<file path="config.mk">
export PLATFORM = sky130hd
export DESIGN_NAME = spu_front
export DESIGN_NICKNAME = d
export VERILOG_FILES = /design/src/hw/rtl/sponge_permutation_1536_unit_assert.svh /design/src/hw/rtl/spu_pkg.sv /design/src/hw/rtl/spu_front.sv
export SDC_FILE = /design/constraint.sdc
export NUM_CORES = 1
export LEC_CHECK = 0
export BUFFER_PORTS_ARGS = -buffer_cell sky130_fd_sc_hd__buf_2
export CORE_MARGIN = 4
export CORE_UTILIZATION = 31
export DETAILED_ROUTE_END_ITERATION = 16
export SYNTH_ARGS = -nofsm -noshare
export SYNTH_HDL_FRONTEND = slang
export SYNTH_SLANG_ARGS = --single-unit
</file>
<file path="constraint.sdc">
create_clock -name clk_i -period 4.1 [get_ports clk_i]
set_input_delay 0.41 -clock clk_i [delete_from_list [all_inputs] [get_ports clk_i]]
set_output_delay 0.41 -clock clk_i [all_outputs]
set_load 0.03 [all_outputs]
</file>
<file path="src/hw/rtl/sponge_permutation_1536_unit_assert.svh">
// Assertion macros shared by the bash-f unit.
`ifndef SPONGE_PERMUTATION_1536_UNIT_ASSERT_SVH
`define SPONGE_PERMUTATION_1536_UNIT_ASSERT_SVH

// Implication checked at every rising edge outside reset.
`define SPU_ASSERT_IMP(lbl, ante, cons, msg) \
  lbl: assert property (@(posedge clk_i) disable iff (!rst_ni) (ante) |-> (cons)) else $error(msg);

// Implication whose consequent is checked in the cycle after the antecedent.
`define SPU_ASSERT_NEXT(lbl, ante, cons, msg) \
  lbl: assert property (@(posedge clk_i) disable iff (!rst_ni) (ante) |=> (cons)) else $error(msg);

`endif

</file>
<file path="src/hw/rtl/spu_pkg.sv">
package spu_pkg;

  localparam int unsigned WORDS = 24;
  localparam int unsigned NUM_ROUNDS_DEF = 24;
  localparam int unsigned SLOT_W = 5;
  localparam int unsigned LAST_SLOT = 23;

  typedef struct packed {
    logic [63:0] in_word;
    logic        in_last;
  } in_t;

  typedef struct packed {
    logic [63:0] out_word;
    logic        out_last;
  } out_t;

  // One classified word: destination slot and the last flag.
  typedef struct packed {
    logic [63:0]       word;
    logic [SLOT_W-1:0] slot;
    logic              last;
  } cmd_t;

  // Head of the queue between front and back.
  typedef struct packed {
    logic valid;
    cmd_t cmd;
  } qhead_t;

  typedef logic [WORDS-1:0][63:0] state_t;

  typedef enum logic [1:0] {
    ST_LOAD,
    ST_RUN,
    ST_OUT
  } back_state_e;

  localparam logic [63:0] RC [24] = '{
    64'h3BF5080AC8BA94B1, 64'hC1D1659C1BBD92F6, 64'h60E8B2CE0DDEC97B,
    64'hEC5FB8FE790FBC13, 64'hAA043DE6436706A7, 64'h8929FF6A5E535BFD,
    64'h98BF1E2C50C97550, 64'h4C5F8F162864BAA8, 64'h262FC78B14325D54,
    64'h1317E3C58A192EAA, 64'h098BF1E2C50C9755, 64'hD8EE19681D669304,
    64'h6C770CB40EB34982, 64'h363B865A0759A4C1, 64'hC73622B47C4C0ACE,
    64'h639B115A3E260567, 64'hEDE6693460F3DA1D, 64'hAAD8D5034F9935A0,
    64'h556C6A81A7CC9AD0, 64'h2AB63540D3E64D68, 64'h155B1AA069F326B4,
    64'h0AAD8D5034F9935A, 64'h0556C6A81A7CC9AD, 64'hDE8082CD72DEBC78
  };

  localparam int unsigned ROT_M1 [8] = '{8, 56, 8, 56, 8, 56, 8, 56};
  localparam int unsigned ROT_N1 [8] = '{53, 51, 37, 3, 21, 19, 5, 35};
  localparam int unsigned ROT_M2 [8] = '{14, 34, 46, 2, 14, 34, 46, 2};
  localparam int unsigned ROT_N2 [8] = '{1, 7, 49, 23, 33, 39, 17, 55};

  localparam int unsigned WORD_PERM [24] = '{
    15, 10, 9, 12, 11, 14, 13, 8,
    17, 16, 19, 18, 21, 20, 23, 22,
    6, 3, 0, 5, 2, 7, 4, 1
  };

  function automatic logic [63:0] rotl(logic [63:0] x, int unsigned r);
    int unsigned rr;
    rr = r & 63;
    if (rr == 0) begin
      return x;
    end
    return (x << rr) | (x >> (64 - rr));
  endfunction

  // One bash-f round without the constant: bash-S on every column, then P.
  function automatic state_t round_f(state_t s);
    state_t m;
    state_t p;
    logic [63:0] a, b, c, t0, t1, s0, s1, s2;
    for (int j = 0; j < 8; j++) begin
      a  = s[j];
      b  = s[8+j];
      c  = s[16+j];
      t0 = rotl(a, ROT_M1[j]);
      s0 = a ^ b ^ c;
      t1 = b ^ rotl(s0, ROT_N1[j]);
      s1 = t0 ^ t1;
      s2 = c ^ rotl(c, ROT_M2[j]) ^ rotl(t1, ROT_N2[j]);
      m[j]    = s0 ^ ((~s2) | s1);
      m[8+j]  = s1 ^ (s0 | s2);
      m[16+j] = s2 ^ (s0 & s1);
    end
    for (int j = 0; j < 24; j++) begin
      p[j] = m[WORD_PERM[j]];
    end
    return p;
  endfunction

endpackage

</file>
<file path="src/hw/rtl/spu_front.sv">
module spu_front (
  input  logic               clk_i,
  input  logic               rst_ni,
  input  logic               push,
  output logic               full,
  input  spu_pkg::in_t       in_i,
  input  logic               deq_i,
  output spu_pkg::qhead_t    head_o
);

  logic [spu_pkg::SLOT_W-1:0] cnt_q, cnt_d;
  spu_pkg::cmd_t              ent_q [2];
  logic                       wp_q, rp_q;
  logic [1:0]                 lvl_q, lvl_d;
  logic                       acc, enq;
  spu_pkg::cmd_t              cmd;

  assign full = (lvl_q == 2'd2);
  assign acc  = push && !full;

  // Words past slot 22 without the last flag are dropped here.
  always_comb begin
    cnt_d     = cnt_q;
    enq       = 1'b0;
    cmd.word  = in_i.in_word;
    cmd.last  = in_i.in_last;
    cmd.slot  = cnt_q;
    if (acc) begin
      if (in_i.in_last) begin
        cmd.slot = spu_pkg::SLOT_W'(spu_pkg::LAST_SLOT);
        cnt_d    = '0;
        enq      = 1'b1;
      end else if (cnt_q < spu_pkg::SLOT_W'(spu_pkg::LAST_SLOT)) begin
        cnt_d = cnt_q + 1'b1;
        enq   = 1'b1;
      end
    end
    lvl_d = lvl_q + {1'b0, enq} - {1'b0, deq_i};
  end

  always_ff @(posedge clk_i or negedge rst_ni) begin
    if (!rst_ni) begin
      cnt_q <= '0;
      wp_q  <= 1'b0;
      rp_q  <= 1'b0;
      lvl_q <= '0;
    end else begin
      cnt_q <= cnt_d;
      lvl_q <= lvl_d;
      if (enq) begin
        wp_q <= !wp_q;
      end
      if (deq_i) begin
        rp_q <= !rp_q;
      end
    end
  end

  always_ff @(posedge clk_i) begin
    if (enq) begin
      ent_q[wp_q] <= cmd;
    end
  end

  assign head_o.valid = (lvl_q != 2'd0);
  assign head_o.cmd   = ent_q[rp_q];

endmodule

</file>
==> metrics.txt, run 1 <==
instance count of the mapped netlist around 270; synth unique cells 28; HP Start in_i[64]; All-Layer GR Usage between 10% and 20%; unrepaired setup endpoints after global routing false; number of global-route vias before repair between 3000 and 4000; Required @ worst endpoint around 3.7 ns; Slew Limit Fails 0; worst hold endpoint ent_q[1][69]; post-route ant nets 0; #FFs+latches synth roughly 150; Yosys warnings 0; Worst R2R Setup Slack 1.96 ns; crit-path cells mux2_2 > buf_2; Top-Level Pins about 140; Clock Skews about 0.011 ns; Crit Path Category flip-flop to output port; # Post-CTS Setup Buffers 0; clock tree from TritonCTS done; Worst R2R End ent_q[0][57]; Final Cycle Share 61.78%; Iteration-0 DRC Markers about 130; root buffer cell clkbuf_16; most frequent cells in the layout edfxtp_1 (140), buf_2 (140), mux2_2 (70); CTS hold repair buffers 1; slowest CP cell dfrtp_4; clock period minus worst slack between 2 and 3 ns; die height roughly 140 µm; Core Util, Final approximately 40%; DR vias just under 3000; r2r worst-path depth 4; Worst EP arrival around 2.1 ns; Critical Path End Type output port; top_reg_cell synth edfxtp_1; site row count between 40 and 50; cell taking the most area after synthesis edfxtp_1; grt total ovfl 0; Worst Path Max Fanout 71; global-route wire length before repair 17.17 mm; register area share after synthesis about four fifths; initial antenna violation count 0; slew at the pin closest to its max-slew limit 0.9948 ns; status finished clean; top post-synthesis cells by area edfxtp_1 (75%), mux2_2 (14%), dfrtp_1 (4.0%); largest net degree at the start of global routing about 70; Core ar. about 0.018 mm²; post-CTS sizing 0; die width 142.6 µm; gp weighted congestion ~0.71; DRC Markers 0; ratio of cells with drive above 1 in the final layout between 50% and 60%; Hold Path Class input port to flip-flop; RR Startpoint lvl_q[1]; PortBufs 140; EDFF count, synth 140; Synth top area share 74.85%; Rel. slew slack between 30 and 40%; Avg WL per Cell 16.55 µm; critical path's largest stage delay around 1.1 ns; Final HPWL DP between 7 and 8 mm; CP Launch Type flip-flop; VDD IR-drop max roughly 0.00047 V; placed insts 631; Die Area a little over 0.02 mm²; H-tree depth 4; clk_lat worst skew 0.41 ns; Fill cells 1624; Clock transition at path regs 0.06 ns; n_diodes 0; Cell Pwr Density between 700 and 800 mW/mm²; Top delay family on crit path flip-flops; clk buf depth 2; Layout area overhead 26.62%; Hold Path Stages 1; final WL ~11 mm; Pleak approximately 2.7 nW; mapped cell area around 0.0056 mm²; Hold Fails Final Rpt 0; TritonCTS Sinks between 100 and 150; syn_nets roughly 350; Final #Nets 498; Finished Layout Cells approximately 660; CTS buffer count 17; fmax 394.8 MHz; Vias per Instance about 4.5; DRT Pass-1 Iters 4; mean post-synth cell area slightly above 20 µm²; worst path bufs/invs 1; Starting Density between 30% and 40%; final setup violation count 0; max_cap viols 0; async set or reset register ratio after synthesis 6.040%
## where the power goes
part	leakage [nW]	switching, mW	internal (mW)
registers	1.41	0.246	2.10
clock network	0.241	0.581	0.767
logic	1.01	1.17	0.669
## worst max path at each step
stage                   end  cells after the start  slack, ns     from
2_1_floorplan   ent_q[0][0]                      4      -0.20  in_i[0]
3_3_place_gp   ent_q[1][48]                      5       1.97  in_i[0]
3_5_place_dp   ent_q[0][42]                      5       1.90  in_i[0]
4_1_cts          head_o[44]                      2       1.48     rp_q
5_1_grt          head_o[15]                      2       1.46     rp_q
6_report         head_o[39]                      2       1.57     rp_q
## synthesized netlist by cell type, types with 3 or more instances
master / count
nor2_1: 5
inv_1: 4
xnor2_1: 3
dfrtp_1: 9
nand2b_1: 5
mux2_2: 70
ha_1: 3
edfxtp_1: 140
a31oi_1: 3
buf_2: 8
## stage by stage
step                setup WS (ns)  setup TNS (ns)  instance area, µm²  hold slack [ns]  power [mW]
floorplan                 -0.2002          -28.02                5617           0.1144       3.713
global placement            1.966               0                6581           0.2788       4.222
detailed placement          1.902               0                6581           0.2822       4.251
CTS                         1.485               0                7112           0.1568       5.631
global route                1.457               0                7112           0.1644       5.829
finish                      1.567               0                7112           0.1829       5.531
## flip-flops by register name, summed over array words and instances, names as in the netlist
signal / flops
ent_q: 140
cnt_q: 5
wp_q: 1
rp_q: 1
lvl_q: 2
## kinds of logic after synthesis
| group | share of synthesized area (%) |
|---|---|
| DFF | 78.86 |
| muxes | 14.57 |
| AOI/OAI and AO/OA | 1.515 |
| xor gates and xnor gates | 0.6239 |
| buffers and inverters | 1.448 |
| and+or+nand+nor | 2.317 |
| adders and majority gates | 0.6684 |
## routing by layer
| metal | up-vias | GRT usage [%] | share of wire [%] |
|---|---|---|---|
| met5 | - | 0 | 0 |
| met4 | 0 | 4.352 | 1.2 |
| met3 | 12 | 4.032 | 6.6 |
| met2 | 93 | 18.32 | 50 |
| met1 | 1470 | 13.27 | 43 |
| li1 | 1380 | - | - |
## cell type report
| class | count | area (µm²) | area share [%] |
|---|---|---|---|
| Clock buffer | 19 | 432.9 | 6.087 |
| Clock inverter | 13 | 87.58 | 1.232 |
| Inverter | 4 | 15.01 | 0.2111 |
| Multi-Input combinational cell | 109 | 1121 | 15.76 |
| Sequential cell | 149 | 4433 | 62.33 |
| Tap cell | 225 | 281.5 | 3.958 |
| Timing Repair Buffer | 145 | 740.7 | 10.42 |
## worst reg2reg max path, cell delays in order, from the launching register on
cell,delay [ns]
dfrtp_1,0.40
nand2b_1,0.34
o2111ai_4,0.31
nor2_4,0.17
buf_4,0.54
Note: power is estimated with default switching activity, not from simulation.
==> inputs of run 2 (changes only) <==
clock period = 2.5 ns   (was 4.1 ns; I/O delays follow)
==> metrics.txt, run 2 (synthesis gave the netlist of run 1 again) <==
status finished clean; switch share approximately a third; DRT Pass-1 Iters 5; RR Startpoint lvl_q[1]; Iteration-0 DRC Markers roughly 130; Worst Path Max Fanout 27; clk buf depth 2; Setup WS post-layout 0.2727 ns; most frequent cells in the layout edfxtp_1 (140), buf_2 (140), mux2_2 (70); placed insts between 600 and 700; grt total ovfl 0; post-route ant nets 0; Clock Skews 0.01145 ns; initial antenna violation count 1; largest net degree at the start of global routing 50; biggest regs ent_q (140), cnt_q (5), lvl_q (2); clock tree from TritonCTS done; Core ar. 0.01754 mm²; CP Launch Type flip-flop; Layout area overhead 30.36%; Worst R2R Setup Slack 0.51 ns; Rel. slew slack between 70% and 80%; Cell Pwr Density 1289 mW/mm²; Hold Path Class input port to flip-flop; Required @ worst endpoint ~2.3 ns; ratio of cells with drive above 1 in the final layout 57.14%; global-route wire length before repair approximately 17 mm; HP Start deq_i; Final TNS setup 0 ns; die width about 140 µm; Flop pwr share between 30% and 40%; Final Cycle Share 89.09%; gp weighted congestion between 0.7 and 0.8; unrepaired setup endpoints after global routing false; Crit Path Category flip-flop to output port; Critical Path End Type output port; global route hottest layer met2; final setup violation count 0; max_cap viols 0; Final #Nets 507; fmax 449.0 MHz; Hold WS around 0.027 ns; Design Power 9.437 mW; met3 usage 4.940%; TritonCTS Sinks about 150; max reg flops 140; number of global-route vias before repair ~3200; Final HPWL DP about 7.3 mm; Top reg by flops ent_q; internal power 6.192 mW; Clock transition at path regs about 0.060 ns; VDD IR-drop max roughly 0.0006 V; root buffer cell clkbuf_16; Top-Level Pins about 140; clk_lat worst skew 0.41 ns; Avg WL per Cell around 16 µm; All-Layer GR Usage ~11%; Placed Area 0.006634 mm²; CTS hold repair buffers 1; slew at the pin closest to its max-slew limit between 0.4 and 0.5 ns; met2 usage a little under a fifth; clock period minus worst slack 2.227 ns; Finished Layout Cells roughly 670; DR vias between 2000 and 3000; met1 GRT Util roughly 12%; post-CTS sizing 0; CTS buffer count 17; Hold Fails Final Rpt 0; DRC Markers 0; Vias per Instance around 4.4; PortBufs 140; Core Util, Final a little over two fifths; H-tree depth 4; Worst EP arrival between 1.5 and 2 ns; die height around 140 µm; final instance area 0.007322 mm²; site row count between 40 and 50; Pleak 2.774 nW; Critical Path Start rp_q; Die Area about 0.020 mm²; # Post-CTS Setup Buffers 0; pre-CTS setup slack approximately 0.52 ns; Comb power frac between 30% and 40%; Starting Density about a third; Psw roughly 3.2 mW; final WL about 11 mm; Clk pwr share between 20% and 30%; Slew Limit Fails 0
## run 2: cell types whose count changed in the layout (fill, tap and decap cells not counted), sizes merged
cell / delta
clkbuf: +9
dlygate4sd3: +7
clkinv: -6
clkinvlp: -5
buf: +2
inv: +2
diode: +1
## run 2: area by class of cell
| type | count | area, µm² |
|---|---|---|
| clock inverters | 4 | 25.02 |
| clock buffers | 28 | 580.6 |
| well taps | 225 | 281.5 |
| inverters | 4 | 15.01 |
| fillers | 1624 | 10210 |
| multi-input cells | 109 | 1121 |
| repair buffers | 154 | 863.3 |
| diodes | 1 | 2.502 |
| flip-flops and latches | 149 | 4433 |
## run 2: routing by layer
layer | share of wire (%) | routed length, µm
met5 | 0 | 0
met4 | 0.92 | 100
met3 | 6.8 | 741
met2 | 51 | 5547
met1 | 41 | 4484
## run 2: final timing paths
kind / cells past startpoint / to
max: 3 / head_o[33]
min: 2 / rp_q
max reg2reg: 7 / lvl_q[1]
min reg2reg: 1 / lvl_q[1]
max in group asynchronous: 2 / rp_q
min in group asynchronous: 2 / lvl_q[1]
## run 2: power groups by stage
stage	Clock [mW]	Combinational, mW	Sequential [mW]
3_5_place_dp	0	3.31	3.76
4_1_cts	2.57	3.32	3.71
2_1_floorplan	0	2.43	3.63
6_report	2.48	3.25	3.70
3_3_place_gp	0	3.29	3.73
5_1_grt	2.70	3.48	3.76
## run 2: critical path: stages, from the launching register on
cell and delay (ns):
dfrtp_4 0.70, buf_4 0.31, mux2_2 0.37, buf_2 0.18
